===== src/power_meter_frame_receiver_core_defines.svh =====
// ----------------------------------------------------------------------------
// Assertion macros for the energy meter frame receiver
// Shared forms of the clocked assertions used in the RTL, with and without reset.
// ----------------------------------------------------------------------------
`ifndef POWER_METER_FRAME_RECEIVER_CORE_DEFINES_SVH
`define POWER_METER_FRAME_RECEIVER_CORE_DEFINES_SVH

// Checks an implication on every rising clock edge outside reset.
`define PMFR_ASSERT(label, clk, rst, prop, msg) \
   label: assert property (@(posedge clk) disable iff (rst) (prop)) else $error(msg);

// Checks a property on every rising clock edge, reset included.
`define PMFR_ASSERT_ALWAYS(label, clk, prop, msg) \
   label: assert property (@(posedge clk) (prop)) else $error(msg);

`endif


===== src/pmfr_pkg.sv =====
// ----------------------------------------------------------------------------
// Energy meter frame receiver package
// Types and constants shared by the frame receiver modules.
// ----------------------------------------------------------------------------
package pmfr_pkg;

   localparam int FRAME_LEN = 24;
   localparam int SUM_LAST = 22;
   localparam int DIVIDEND_BITS = 48;
   localparam int PRODUCT_BITS = 64;
   localparam int GAIN_BITS = 24;
   localparam int VALUE_BITS = 32;
   localparam int SUM_BITS = 48;
   localparam int FIELD_BITS = 24;
   localparam int Q_BITS = 16;

   localparam logic [7:0] HEADER_BYTE = 8'h55;
   localparam logic [3:0] HEADER_NIBBLE = 4'hF;
   localparam logic [7:0] MARKER_BYTE = 8'h5A;
   localparam int FLAG_POS = 20;
   localparam int FLAG_VOLTS_BIT = 6;
   localparam logic [GAIN_BITS-1:0] GAIN_RESET = 24'h010000;

   typedef enum logic [1:0] {
      REG_GAIN_VOLTAGE = 2'd0,
      REG_GAIN_CURRENT = 2'd1,
      REG_GAIN_POWER   = 2'd2,
      REG_NONE         = 2'd3
   } reg_index_type;

   typedef enum logic {
      OP_DIV = 1'b0,
      OP_MUL = 1'b1
   } op_type;

   typedef enum logic [2:0] {
      ST_IDLE,
      ST_SETUP,
      ST_DIV,
      ST_MUL,
      ST_NEXT,
      ST_EMIT
   } state_type;

   typedef struct packed {
      logic   start;
      op_type op;
   } unit_ctl_type;

   function automatic logic is_header(input logic [7:0] b);
      is_header = (b == HEADER_BYTE) || (b[7:4] == HEADER_NIBBLE);
   endfunction

endpackage


===== src/pmfr_if.sv =====
// ----------------------------------------------------------------------------
// Energy meter frame receiver channels
// Valid/ready channels for the request and response items.
// ----------------------------------------------------------------------------
interface pmfr_req_if;
   logic       valid;
   logic       ready;
   logic       mode;
   logic [7:0] rx_byte;

   modport source (output valid, output mode, output rx_byte, input ready);
   modport sink (input valid, input mode, input rx_byte, output ready);
endinterface

interface pmfr_rsp_if;
   logic        valid;
   logic        ready;
   logic        kind;
   logic [31:0] volts;
   logic [31:0] amps;
   logic [31:0] watts;
   logic        ok;

   modport source (output valid, output kind, output volts, output amps, output watts,
                   output ok, input ready);
   modport sink (input valid, input kind, input volts, input amps, input watts,
                 input ok, output ready);
endinterface


===== src/pmfr_unit.sv =====
// ----------------------------------------------------------------------------
// Shared arithmetic unit
// Restoring divider (one quotient bit per cycle) and shift-add multiplier
// (one multiplier bit per cycle) sharing one sequencing counter.
// ----------------------------------------------------------------------------
module pmfr_unit #(
   parameter int DIV_BITS = 24
) (
   input  logic                                   clock,
   input  logic                                   reset,
   input  pmfr_pkg::unit_ctl_type                 ctl,
   input  logic [pmfr_pkg::DIVIDEND_BITS-1:0]     operand_a,
   input  logic [DIV_BITS-1:0]                    operand_b,
   output logic                                   done,
   output logic [pmfr_pkg::PRODUCT_BITS-1:0]      result
);
   import pmfr_pkg::*;

   localparam int CNT_BITS = $clog2(DIVIDEND_BITS + 1);

   logic                       busy_ff, busy_in;
   logic                       done_ff, done_in;
   op_type                     op_ff, op_in;
   logic [CNT_BITS-1:0]        cnt_ff, cnt_in;
   logic [DIV_BITS:0]          rem_ff, rem_in;
   logic [DIVIDEND_BITS-1:0]   quo_ff, quo_in;
   logic [DIV_BITS-1:0]        dvs_ff, dvs_in;
   logic [PRODUCT_BITS-1:0]    acc_ff, acc_in;
   logic [PRODUCT_BITS-1:0]    mcand_ff, mcand_in;
   logic [GAIN_BITS-1:0]       mplier_ff, mplier_in;
   logic [DIV_BITS:0]          shifted;

   always_ff @(posedge clock) begin
      if (reset) begin
         busy_ff <= 1'b0;
         done_ff <= 1'b0;
         cnt_ff <= '0;
      end else begin
         busy_ff <= busy_in;
         done_ff <= done_in;
         cnt_ff <= cnt_in;
      end
      op_ff <= op_in;
      rem_ff <= rem_in;
      quo_ff <= quo_in;
      dvs_ff <= dvs_in;
      acc_ff <= acc_in;
      mcand_ff <= mcand_in;
      mplier_ff <= mplier_in;
   end

   always_comb begin
      busy_in = busy_ff;
      done_in = 1'b0;
      op_in = op_ff;
      cnt_in = cnt_ff;
      rem_in = rem_ff;
      quo_in = quo_ff;
      dvs_in = dvs_ff;
      acc_in = acc_ff;
      mcand_in = mcand_ff;
      mplier_in = mplier_ff;
      shifted = {rem_ff[DIV_BITS-1:0], quo_ff[DIVIDEND_BITS-1]};
      if (ctl.start) begin
         busy_in = 1'b1;
         op_in = ctl.op;
         rem_in = '0;
         quo_in = operand_a;
         dvs_in = operand_b;
         acc_in = '0;
         mcand_in = PRODUCT_BITS'(operand_a);
         mplier_in = operand_b[GAIN_BITS-1:0];
         cnt_in = (ctl.op == OP_DIV) ? CNT_BITS'(DIVIDEND_BITS) : CNT_BITS'(GAIN_BITS);
      end else if (busy_ff) begin
         if (op_ff == OP_DIV) begin
            if (shifted >= {1'b0, dvs_ff}) begin
               rem_in = shifted - {1'b0, dvs_ff};
               quo_in = {quo_ff[DIVIDEND_BITS-2:0], 1'b1};
            end else begin
               rem_in = shifted;
               quo_in = {quo_ff[DIVIDEND_BITS-2:0], 1'b0};
            end
         end else begin
            if (mplier_ff[0]) begin
               acc_in = acc_ff + mcand_ff;
            end
            mcand_in = {mcand_ff[PRODUCT_BITS-2:0], 1'b0};
            mplier_in = {1'b0, mplier_ff[GAIN_BITS-1:1]};
         end
         cnt_in = cnt_ff - CNT_BITS'(1);
         if (cnt_ff == CNT_BITS'(1)) begin
            busy_in = 1'b0;
            done_in = 1'b1;
         end
      end
   end

   assign done = done_ff;
   assign result = (op_ff == OP_DIV) ? PRODUCT_BITS'(quo_ff) : acc_ff;

endmodule


===== src/power_meter_frame_receiver_core.sv =====
// ----------------------------------------------------------------------------
// Energy meter frame receiver
// Frame parser, calibrated ratio computation and averaging for an energy
// metering chip's serial stream.
// ----------------------------------------------------------------------------
// A byte that completes a good frame starts three quantities on one shared
// unit: each one whose flag is set and whose cycle field is nonzero takes a
// division and then a multiplication; the others give zero. An average
// request takes three divisions, or none when the count is zero.
// Requests are not taken while the unit is busy or a result waits for a free
// output register.
module power_meter_frame_receiver_core #(
   parameter int COUNT_BITS = 16
) (
   input  logic        clock,
   input  logic        reset,
   pmfr_req_if.sink    req_bus,
   pmfr_rsp_if.source  rsp_bus,
   input  logic        psel,
   input  logic        penable,
   input  logic        pwrite,
   input  logic [3:0]  paddr,
   input  logic [31:0] pwdata,
   output logic [31:0] prdata,
   output logic        pready
);
   import pmfr_pkg::*;

   `include "power_meter_frame_receiver_core_defines.svh"

   localparam int DIV_BITS = (COUNT_BITS > FIELD_BITS) ? COUNT_BITS : FIELD_BITS;

   state_type               state_ff, state_in;
   logic [7:0]              frame_ff [FRAME_LEN];
   logic                    frame_we;
   logic [4:0]              pos_ff, pos_in;
   logic [7:0]              chk_ff, chk_in;
   logic [SUM_BITS-1:0]     sum_ff [3];
   logic [SUM_BITS-1:0]     sum_in [3];
   logic [COUNT_BITS-1:0]   count_ff, count_in;
   logic [GAIN_BITS-1:0]    gain_ff [3];
   logic [VALUE_BITS-1:0]   res_ff [3];
   logic [VALUE_BITS-1:0]   res_in [3];
   logic [1:0]              idx_ff, idx_in;
   logic                    avg_ff, avg_in;
   logic                    rsp_valid_ff, rsp_valid_in;
   logic                    kind_ff, kind_in;
   logic                    ok_ff, ok_in;
   logic                    rsp_ok_ff;
   logic [VALUE_BITS-1:0]   out_ff [3];
   logic                    load_out;
   logic                    req_take;
   logic                    cfg_write;
   reg_index_type           cfg_index;
   logic [FIELD_BITS-1:0]   coef [3];
   logic [FIELD_BITS-1:0]   cyc [3];
   logic                    flag [3];
   unit_ctl_type            unit_ctl;
   logic [DIVIDEND_BITS-1:0] unit_a;
   logic [DIV_BITS-1:0]     unit_b;
   logic                    unit_done;
   logic [PRODUCT_BITS-1:0] unit_result;
   logic [SUM_BITS:0]       sum_wide [3];

   pmfr_unit #(.DIV_BITS(DIV_BITS)) u_unit (
      .clock     (clock),
      .reset     (reset),
      .ctl       (unit_ctl),
      .operand_a (unit_a),
      .operand_b (unit_b),
      .done      (unit_done),
      .result    (unit_result)
   );

   assign cfg_write = psel && penable && pwrite;
   assign cfg_index = reg_index_type'(paddr[3:2]);
   assign pready = 1'b1;

   always_comb begin
      prdata = '0;
      unique case (cfg_index)
         REG_GAIN_VOLTAGE: prdata = 32'(gain_ff[0]);
         REG_GAIN_CURRENT: prdata = 32'(gain_ff[1]);
         REG_GAIN_POWER:   prdata = 32'(gain_ff[2]);
         default:          prdata = '0;
      endcase
   end

   always_ff @(posedge clock) begin
      if (reset) begin
         gain_ff[0] <= GAIN_RESET;
         gain_ff[1] <= GAIN_RESET;
         gain_ff[2] <= GAIN_RESET;
      end else if (cfg_write) begin
         unique case (cfg_index)
            REG_GAIN_VOLTAGE: gain_ff[0] <= pwdata[GAIN_BITS-1:0];
            REG_GAIN_CURRENT: gain_ff[1] <= pwdata[GAIN_BITS-1:0];
            REG_GAIN_POWER:   gain_ff[2] <= pwdata[GAIN_BITS-1:0];
            default:          ;
         endcase
      end
   end

   for (genvar g = 0; g < 3; g++) begin : g_field
      assign coef[g] = {frame_ff[2 + 6*g], frame_ff[3 + 6*g], frame_ff[4 + 6*g]};
      assign cyc[g] = {frame_ff[5 + 6*g], frame_ff[6 + 6*g], frame_ff[7 + 6*g]};
      assign flag[g] = frame_ff[FLAG_POS][FLAG_VOLTS_BIT - g];
      assign sum_wide[g] = {1'b0, sum_ff[g]} + (SUM_BITS + 1)'(res_ff[g]);
   end

   assign req_bus.ready = (state_ff == ST_IDLE);
   assign req_take = req_bus.valid && req_bus.ready;

   always_ff @(posedge clock) begin
      if (reset) begin
         state_ff <= ST_IDLE;
         pos_ff <= '0;
         count_ff <= '0;
         rsp_valid_ff <= 1'b0;
         for (int k = 0; k < 3; k++) begin
            sum_ff[k] <= '0;
         end
      end else begin
         state_ff <= state_in;
         pos_ff <= pos_in;
         count_ff <= count_in;
         rsp_valid_ff <= rsp_valid_in;
         for (int k = 0; k < 3; k++) begin
            sum_ff[k] <= sum_in[k];
         end
      end
      chk_ff <= chk_in;
      idx_ff <= idx_in;
      avg_ff <= avg_in;
      kind_ff <= kind_in;
      ok_ff <= ok_in;
      if (load_out) begin
         rsp_ok_ff <= ok_ff;
      end
      for (int k = 0; k < 3; k++) begin
         res_ff[k] <= res_in[k];
         if (load_out) begin
            out_ff[k] <= res_ff[k];
         end
      end
      if (frame_we) begin
         frame_ff[pos_ff] <= req_bus.rx_byte;
      end
   end

   always_comb begin
      state_in = state_ff;
      pos_in = pos_ff;
      chk_in = chk_ff;
      count_in = count_ff;
      idx_in = idx_ff;
      avg_in = avg_ff;
      kind_in = kind_ff;
      ok_in = ok_ff;
      frame_we = 1'b0;
      load_out = 1'b0;
      unit_ctl = '{start: 1'b0, op: OP_DIV};
      unit_a = '0;
      unit_b = '0;
      for (int k = 0; k < 3; k++) begin
         sum_in[k] = sum_ff[k];
         res_in[k] = res_ff[k];
      end
      rsp_valid_in = rsp_bus.ready ? 1'b0 : rsp_valid_ff;

      unique case (state_ff)
         ST_IDLE: begin
            if (req_take && req_bus.mode) begin
               avg_in = 1'b1;
               idx_in = '0;
               if (count_ff == '0) begin
                  ok_in = 1'b0;
                  for (int k = 0; k < 3; k++) begin
                     res_in[k] = '0;
                  end
                  state_in = ST_EMIT;
               end else begin
                  state_in = ST_SETUP;
               end
            end else if (req_take) begin
               priority if (pos_ff == 5'd0) begin
                  if (is_header(req_bus.rx_byte)) begin
                     frame_we = 1'b1;
                     pos_in = 5'd1;
                  end
               end else if (pos_ff == 5'd1) begin
                  if (req_bus.rx_byte == MARKER_BYTE) begin
                     frame_we = 1'b1;
                     pos_in = 5'd2;
                  end else if (!is_header(req_bus.rx_byte)) begin
                     pos_in = 5'd0;
                  end
               end else if (pos_ff == 5'(FRAME_LEN - 1)) begin
                  frame_we = 1'b1;
                  pos_in = 5'd0;
                  if (chk_ff == req_bus.rx_byte) begin
                     avg_in = 1'b0;
                     idx_in = '0;
                     state_in = ST_SETUP;
                  end
               end else if (pos_ff < 5'(FRAME_LEN - 1)) begin
                  frame_we = 1'b1;
                  pos_in = pos_ff + 5'd1;
                  chk_in = (pos_ff == 5'd2) ? req_bus.rx_byte : chk_ff + req_bus.rx_byte;
               end else begin
                  pos_in = 5'd0;
               end
            end
         end
         ST_SETUP: begin
            if (avg_ff) begin
               unit_ctl = '{start: 1'b1, op: OP_DIV};
               unit_a = sum_ff[idx_ff];
               unit_b = DIV_BITS'(count_ff);
               state_in = ST_DIV;
            end else if (flag[idx_ff] && (cyc[idx_ff] != '0)) begin
               unit_ctl = '{start: 1'b1, op: OP_DIV};
               unit_a = DIVIDEND_BITS'({coef[idx_ff], 16'h0000});
               unit_b = DIV_BITS'(cyc[idx_ff]);
               state_in = ST_DIV;
            end else begin
               res_in[idx_ff] = '0;
               state_in = ST_NEXT;
            end
         end
         ST_DIV: begin
            if (unit_done) begin
               if (avg_ff) begin
                  res_in[idx_ff] = (|unit_result[DIVIDEND_BITS-1:VALUE_BITS]) ?
                                   '1 : unit_result[VALUE_BITS-1:0];
                  state_in = ST_NEXT;
               end else begin
                  unit_ctl = '{start: 1'b1, op: OP_MUL};
                  unit_a = unit_result[DIVIDEND_BITS-1:0];
                  unit_b = DIV_BITS'(gain_ff[idx_ff]);
                  state_in = ST_MUL;
               end
            end
         end
         ST_MUL: begin
            if (unit_done) begin
               res_in[idx_ff] = (|unit_result[PRODUCT_BITS-1:VALUE_BITS+Q_BITS]) ?
                                '1 : unit_result[VALUE_BITS+Q_BITS-1:Q_BITS];
               state_in = ST_NEXT;
            end
         end
         ST_NEXT: begin
            if (idx_ff == 2'd2) begin
               ok_in = 1'b1;
               state_in = ST_EMIT;
               if (avg_ff) begin
                  count_in = '0;
                  for (int k = 0; k < 3; k++) begin
                     sum_in[k] = '0;
                  end
               end else if (count_ff != '1) begin
                  count_in = count_ff + COUNT_BITS'(1);
                  for (int k = 0; k < 3; k++) begin
                     sum_in[k] = sum_wide[k][SUM_BITS] ? '1 : sum_wide[k][SUM_BITS-1:0];
                  end
               end
            end else begin
               idx_in = idx_ff + 2'd1;
               state_in = ST_SETUP;
            end
         end
         ST_EMIT: begin
            if (!rsp_valid_ff || rsp_bus.ready) begin
               load_out = 1'b1;
               kind_in = avg_ff;
               rsp_valid_in = 1'b1;
               state_in = ST_IDLE;
            end
         end
         default: state_in = ST_IDLE;
      endcase
   end

   assign rsp_bus.valid = rsp_valid_ff;
   assign rsp_bus.kind = kind_ff;
   assign rsp_bus.ok = rsp_ok_ff;
   assign rsp_bus.volts = out_ff[0];
   assign rsp_bus.amps = out_ff[1];
   assign rsp_bus.watts = out_ff[2];

   `PMFR_ASSERT(a_done_in_wait, clock, reset, unit_done |-> (state_ff == ST_DIV || state_ff == ST_MUL), "unit finished outside a wait state")
   `PMFR_ASSERT(a_pos_range, clock, reset, pos_ff < 5'(FRAME_LEN), "byte position out of range")
   `PMFR_ASSERT(a_rsp_from_emit, clock, reset, $rose(rsp_valid_ff) |-> $past(state_ff) == ST_EMIT, "response raised outside emit")
   `PMFR_ASSERT(a_avg_clears, clock, reset, (state_ff == ST_NEXT && avg_ff && idx_ff == 2'd2) |=> count_ff == '0, "average did not clear the count")

endmodule

===== src/flat_wrapper.sv =====
// flat-port wrapper written by rule: the top's interface ports become plain ports
module power_meter_frame_receiver_core_flat import pmfr_pkg::*;
#(
   parameter int COUNT_BITS = 16
)
  (clock, reset, psel, penable, pwrite, paddr, pwdata, prdata, pready, req_bus_valid, req_bus_mode, req_bus_rx_byte, req_bus_ready, rsp_bus_valid, rsp_bus_kind, rsp_bus_volts, rsp_bus_amps, rsp_bus_watts, rsp_bus_ok, rsp_bus_ready);
  pmfr_req_if req_bus_i ();
  pmfr_rsp_if rsp_bus_i ();
  input  logic clock;
  input  logic reset;
  input  logic psel;
  input  logic penable;
  input  logic pwrite;
  input  logic [3:0] paddr;
  input  logic [31:0] pwdata;
  output logic [31:0] prdata;
  output logic pready;
  input wire logic [$bits(req_bus_i.valid)-1:0] req_bus_valid;
  input wire logic [$bits(req_bus_i.mode)-1:0] req_bus_mode;
  input wire logic [$bits(req_bus_i.rx_byte)-1:0] req_bus_rx_byte;
  output wire logic [$bits(req_bus_i.ready)-1:0] req_bus_ready;
  output wire logic [$bits(rsp_bus_i.valid)-1:0] rsp_bus_valid;
  output wire logic [$bits(rsp_bus_i.kind)-1:0] rsp_bus_kind;
  output wire logic [$bits(rsp_bus_i.volts)-1:0] rsp_bus_volts;
  output wire logic [$bits(rsp_bus_i.amps)-1:0] rsp_bus_amps;
  output wire logic [$bits(rsp_bus_i.watts)-1:0] rsp_bus_watts;
  output wire logic [$bits(rsp_bus_i.ok)-1:0] rsp_bus_ok;
  input wire logic [$bits(rsp_bus_i.ready)-1:0] rsp_bus_ready;
  assign req_bus_i.valid = req_bus_valid;
  assign req_bus_i.mode = req_bus_mode;
  assign req_bus_i.rx_byte = req_bus_rx_byte;
  assign req_bus_ready = req_bus_i.ready;
  assign rsp_bus_valid = rsp_bus_i.valid;
  assign rsp_bus_kind = rsp_bus_i.kind;
  assign rsp_bus_volts = rsp_bus_i.volts;
  assign rsp_bus_amps = rsp_bus_i.amps;
  assign rsp_bus_watts = rsp_bus_i.watts;
  assign rsp_bus_ok = rsp_bus_i.ok;
  assign rsp_bus_i.ready = rsp_bus_ready;
  power_meter_frame_receiver_core #(.COUNT_BITS(COUNT_BITS)) u_core (.clock(clock), .reset(reset), .req_bus(req_bus_i), .rsp_bus(rsp_bus_i), .psel(psel), .penable(penable), .pwrite(pwrite), .paddr(paddr), .pwdata(pwdata), .prdata(prdata), .pready(pready));
endmodule

===== config.mk =====
export PLATFORM = sky130hd
export DESIGN_NAME = power_meter_frame_receiver_core_flat
export DESIGN_NICKNAME = d
export VERILOG_FILES = /design/src/pmfr_pkg.sv /design/src/pmfr_if.sv /design/src/pmfr_unit.sv /design/src/power_meter_frame_receiver_core.sv /design/src/flat_wrapper.sv
export VERILOG_INCLUDE_DIRS = /design/src /design/src/src
export SDC_FILE = /design/constraint.sdc
export NUM_CORES = 2
export LEC_CHECK = 0
export BUFFER_PORTS_ARGS = -buffer_cell sky130_fd_sc_hd__buf_2
export CORE_UTILIZATION = 62
export CTS_BUF_LIST = sky130_fd_sc_hd__clkbuf_4 sky130_fd_sc_hd__clkbuf_8
export DETAILED_ROUTE_END_ITERATION = 12
export PLACE_DENSITY = 0.81
export SLEW_MARGIN = 20
export SYNTH_ARGS = -nofsm -noshare
export SYNTH_HDL_FRONTEND = slang
export SYNTH_HIERARCHICAL = 1
export SYNTH_SLANG_ARGS = --single-unit

===== constraint.sdc =====
create_clock -name clock -period 9.6 [get_ports clock]
set_input_delay 1.44 -clock clock [delete_from_list [all_inputs] [get_ports clock]]
set_output_delay 1.44 -clock clock [all_outputs]
set_load 0.01 [all_outputs]

# Word level (Yosys, flattened, before mapping)
# Memories as Yosys holds them, arrays and structs flattened. A register that Yosys moved wholly into a read port is not among the register bits.
# Cells that the tools add are included.
[totals] regBits=296 latch_bits=0 mem_bits_rw=600 romBits=0 in_bits=52 out_inout_bits=133 memories=5
[op_classes] n_addsub=10 multipliers=0 div_mod_pow=0 n_lt_le_gt_ge=4 eq_ne=34 n_shift=0 n_mux=148 bitwise_logic=15 n_reduce_logical=37
[memory_table] name="u_core.frame_ff" depth=24 word_bits=8 rd=19 rd_clocked_by_memory_dff=0 wr=1 line="power_meter_frame_receiver_core.sv:34" text="logic [7:0] frame_ff [FRAME_LEN];"
[memory_table] name="u_core.sum_ff" depth=3 word_bits=48 rd=4 rd_clocked_by_memory_dff=1 wr=3 line="power_meter_frame_receiver_core.sv:38" text="logic [SUM_BITS-1:0] sum_ff [3];"
[memory_table] name="u_core.out_ff" depth=3 word_bits=32 rd=3 rd_clocked_by_memory_dff=0 wr=3 line="power_meter_frame_receiver_core.sv:50" text="logic [VALUE_BITS-1:0] out_ff [3];"
[memory_table] name="u_core.res_ff" depth=3 word_bits=32 rd=3 rd_clocked_by_memory_dff=0 wr=3 line="power_meter_frame_receiver_core.sv:42" text="logic [VALUE_BITS-1:0] res_ff [3];"
[memory_table] name="u_core.gain_ff" depth=3 word_bits=24 rd=4 rd_clocked_by_memory_dff=1 wr=3 line="power_meter_frame_receiver_core.sv:41" text="logic [GAIN_BITS-1:0] gain_ff [3];"
[op_table] cell="two-way mux 48 bit" count=15
[op_table] cell="two-way mux 96 bit" count=7
[op_table] cell="two-way mux 144 bit" count=4
[op_table] cell="case mux 96 bit (4 select lines)" count=1
[op_table] cell="two-way mux 24 bit" count=15
[op_table] cell="bitwise mux 96 bit" count=2
[op_table] cell="adder 48 x 32 -> 49 bit" count=3
[op_table] cell="bitwise AND 96 bit" count=1
[op_table] cell="binary-select mux 24 bit (select 2 bit)" count=2
[op_table] cell="two-way mux 32 bit" count=3
[op_table] cell="NOT 96 bit" count=1
[op_table] cell="case mux 48 bit (2 select lines)" count=1
[op_table] cell="case mux 24 bit (3 select lines)" count=1
[op_table] cell="adder 64 bit" count=1
[op_table] cell="demux 32 bit (select 2 bit)" count=1
[op_table] cell="two-way mux 64 bit" count=1
[op_table] cell="two-way mux 1 bit" count=48
[op_table] cell="case mux 24 bit (2 select lines)" count=1
[op_table] cell="two-way mux 3 bit" count=14
[op_table] cell="two-way mux 40 bit" count=1
[op_table] cell="two-way mux 5 bit" count=7
[op_table] cell="two-way mux 16 bit" count=2
[op_table] cell="OR reduction 16 bit" count=2
[op_table] cell="two-way mux 2 bit" count=13
[op_table] cell="other kinds (53)" count=101

# Depth between registers and ports, before layout
[logic_depth] depth_word=11 ltp_mapped=16 ltp_nobuf=13

# Cells and area by module
# The synthesis kept the hierarchy.
[by_module_without_submodules] mod="power_meter_frame_receiver_core" n_inst=1 cells_each=3111 area_per_inst_um2=31868.1 seq_area_each_um2=16185.5
[by_module_without_submodules] mod="pmfr_unit" n_inst=1 cells_each=1811 area_per_inst_um2=15621.2 seq_area_each_um2=6596.3

# Least setup slack after synthesis
# OpenSTA, ideal clock, no wires.
[synth_timing] path_kind="register -> register" from="reg, netlist name u_core/idx_ff[1]" to="mem u_core.res_ff[0][0] (enable)" t_arrival_ps=7940 setup_slack_ps=1034 stages_incl_launch_ff=11 synth_period_minus_slack_ps=8566 cell_sequence="edfxtp_1 -> buf_4 -> buf_2 -> mux2i_1 -> o2bb2ai_1 -> nor4_1 -> nand4_1 -> o41ai_1 -> and2_1 -> nor2_1 -> a2111oi_2"
[synth_lines] item="to (decl)" line="power_meter_frame_receiver_core.sv:42"

==> results.py <==
metrics = {
    "status": {
        "status": "finished, final reports clean",
    },
    "setup_path": {
        "critPathKind": "flip-flop to flip-flop",
        "r2r_slack_ps": 3390,
        "crit_path_end_kind": "flip-flop",
        "cp.required_ps": 10000,
        "start_kind": "flip-flop",
        "rr_worst_depth": 13,
        "crit_arrival_ps": 6610,
        "cp_max_fo": 61,
    },
    "sta": {
        "setup_ws_ps": 3390,
        "period_minus_slack_ps": 6210,
        "fin_crit_sh": 0.647,
        "fmax_ghz": 0.161,
        "grt_setup_unrepaired": "no",
        "fin_worst_skew_ps": 32.6,
        "finalMaxSlewViolations": 0,
        "worst_pin_slew_ps": 1140,
        "maxSlewHeadroom": 0.241,
        "hold_viol": 0,
        "setup_viol": 0,
        "final.setup.tns_ps": 0,
    },
    "detailed_routing": {
        "ant_nets": 0,
        "drtPass1Iterations": 9,
        "viasPerCell": 6.46,
        "num_vias": 39397,
        "drt_iter0_drc": 5001,
        "route.detailed.drc": 0,
        "finalWirelength_mm": 131,
        "wl_per_cell_um": 21.5,
    },
    "power_and_ir_drop": {
        "power.total_mw": 13.2,
        "vdd_drop_max_uv": 155,
        "powerDensity_nw_per_um2": 254,
        "p_leak_nw": 20.5,
    },
    "clock_network": {
        "clock-sinks": 853,
        "cts_resized": 0,
        "clock_latency_ps": 800,
        "cts_tree": "yes",
        "cts_buffers": 145,
        "hold_buffers": 0,
        "post-cts-setup-buffers": 0,
        "clkTransAtPathRegs_ps": 60,
        "clockBufferDepth": 3,
        "htree_levels": 4,
        "clockRootBuffer": "clkbuf_8",
    },
    "cells_and_area": {
        "area_delta_synth_final_pct": 9.17,
        "final_common_cell": "nand2_1",
        "layout.nets": 5258,
        "drive_gt1_frac": 0.116,
        "final_cell_mix": "599 x nand2_1, 570 x edfxtp_1, 456 x o21ai_0, 376 x a21oi_1, 362 x nor2_1",
    },
    "die": {
        "core_um2": 75800,
        "core.rowCount": 101,
        "die_w_um": 279,
        "initial_core_util": 0.626,
        "die_h_um": 279,
        "io_pins": 185,
        "die_area_um2": 77700,
    },
    "place": {
        "place_congestion": 0.968,
        "pre_cts_slack_ps": 3550,
        "dp.final_hpwl_mm": 90.1,
        "port_buffers": 165,
    },
    "global_routing": {
        "grt_first_pass_wirelength_mm": 201,
        "grt_max_degree": 117,
        "grt_pass1_vias": 36191,
        "antenna_found_initial": 2,
        "track_usage": 0.329,
        "overflow": 0,
    },
    "run": {
        "cap_violations": 0,
    },
    "synth": {
        "ys_types": 107,
        "syn_avg_cell_area_um2": 9.65,
        "ys_ff_latch": 853,
        "synth-async-reset-ratio": 0,
        "syn_area_um2": 47500,
        "ys.flop_type": "edfxtp_1",
        "synth-edff-count": 570,
        "syn_inst": 4922,
        "ys_seq_area_frac": 0.480,
        "ys_warn_count": 6,
    },
    "min_path": {
        "hp-class": "flip-flop to flip-flop",
        "whs_path_depth": 0,
    },
}
[critical path: stages (launching register included)]
cell and delay, ps:
edfxtp_1 750, buf_4 660, nor2b_4 100, buf_4 340, o2bb2ai_1 200, nor4_1 420
nand4_1 160, o41ai_1 870, and2_1 310, nor2_2 40, buf_4 220, a2111oi_4 350
buf_4 480, buf_4 790
[power by group]
group          internal (mW)  total [mW]  switching (mW)
clock network           1.83        3.36            1.53
registers               4.83        5.40           0.571
logic                   1.47        4.40            2.93
total                   8.13        13.2            5.03
[layout make-up]
type | count | area (um2)
Multi-Input combinational cell | 3585 | 22900
Clock inverter | 64 | 494
Fill cell | 5761 | 24000
Antenna cell | 1 | 2.50
Sequential cell | 853 | 22800
Inverter | 200 | 751
Clock buffer | 203 | 2490
Timing Repair Buffer | 214 | 1210
Tap cell | 978 | 1220
[logic make-up (layout without fill, tap and decap cells)]
logic type	Yosys count	count (layout)	synth area share
buffers and inverters	491	681	0.0425
xor gates and xnor gates	173	173	0.0319
and+or+nand+nor	1454	1454	0.140
DFF	853	853	0.480
muxes	195	195	0.0424
AOI/OAI and AO/OA	1547	1547	0.208
other	2	10	0.000158
adders and majority gates	207	207	0.0555
[registers in the layout (all words and copies together), names as in the netlist, 2 cells and up, named ones only]
signal / cells
u_core/u_unit/dvs_ff: 24
u_core/res_ff: 96
u_core/count_ff: 16
u_core/u_unit/mcand_ff: 64
u_core/sum_ff: 144
u_core/frame_ff: 147
u_core/u_unit/mplier_ff: 24
u_core/chk_ff: 8
u_core/u_unit/acc_ff: 64
u_core/idx_ff: 2
u_core/state_ff: 3
u_core/u_unit/cnt_ff: 6
u_core/out_ff: 96
u_core/gain_ff: 72
u_core/pos_ff: 5
u_core/u_unit/quo_ff: 48
u_core/u_unit/rem_ff: 24
[layer usage]
layer / wire [um] / part of all wire / global-route usage
met4: 4140 / 0.032 / 0.120
met2: 57400 / 0.44 / 0.486
met1: 55700 / 0.43 / 0.472
met3: 13600 / 0.10 / 0.0741
met5: 81 / 0.00062 / 0.00813
[stage by stage]
stage / cell area (um2) / hold WS [ps] / util / cells
after floorplan: 47500 / 400 / - / 4929
after global placement: 48800 / 403 / 0.644 / 5829
after detailed placement: 48800 / 406 / 0.644 / 5829
after CTS: 51800 / 417 / 0.683 / 6096
after global routing: 51800 / 434 / 0.684 / 6098
final: 51800 / 423 / 0.684 / 6098
[synthesized netlist by cell type (9+ instances only)]
| library cell | count | area (um2) |
|---|---|---|
| buf_4 | 14 | 105 |
| o21ai_0 | 458 | 2290 |
| o311ai_0 | 15 | 131 |
| nor2b_1 | 17 | 106 |
| and2_1 | 58 | 363 |
| clkbuf_1 | 205 | 769 |
| a31oi_1 | 36 | 225 |
| a211o_1 | 9 | 78.8 |
| nor3_1 | 59 | 295 |
| a21o_1 | 117 | 878 |
| and4_1 | 10 | 87.6 |
| o211ai_1 | 19 | 143 |
| xnor2_1 | 112 | 981 |
| mux2i_1 | 145 | 1450 |
| or3_1 | 23 | 144 |
| o21a_1 | 60 | 450 |
| edfxtp_1 | 570 | 17100 |
| nand3_1 | 100 | 500 |
| nor2_1 | 367 | 1380 |
| a21oi_1 | 378 | 1890 |
| a211oi_1 | 139 | 1040 |
| o2bb2ai_1 | 12 | 105 |
| ha_1 | 201 | 2510 |
| nor4_1 | 28 | 175 |
| buf_2 | 19 | 95.1 |
| nand4_1 | 59 | 369 |
| o21ai_1 | 12 | 60.1 |
| or2_2 | 14 | 87.6 |
| a21boi_0 | 16 | 120 |
| nand2b_1 | 22 | 138 |
| a22oi_1 | 18 | 135 |
| a221oi_1 | 26 | 228 |
| mux2_2 | 50 | 563 |
| a22o_1 | 51 | 447 |
| o31ai_1 | 17 | 128 |
| inv_1 | 200 | 751 |
| o21bai_1 | 41 | 308 |
| and3_1 | 47 | 294 |
| nand2_1 | 601 | 2260 |
| o22ai_1 | 12 | 75.1 |
| dfxtp_1 | 283 | 5670 |
| xor2_1 | 61 | 534 |
| buf_1 | 40 | 150 |
[path summary, 6_finish.rpt]
check                         from                  end
setup reg to reg  u_core/idx_ff[1]  u_core/res_ff[0][6]
setup / recovery  u_core/idx_ff[1]  u_core/res_ff[0][6]
hold / removal        u_core/ok_ff    u_core/rsp_bus.ok
hold reg to reg       u_core/ok_ff    u_core/rsp_bus.ok
Power figures use the tool's default switching activity.
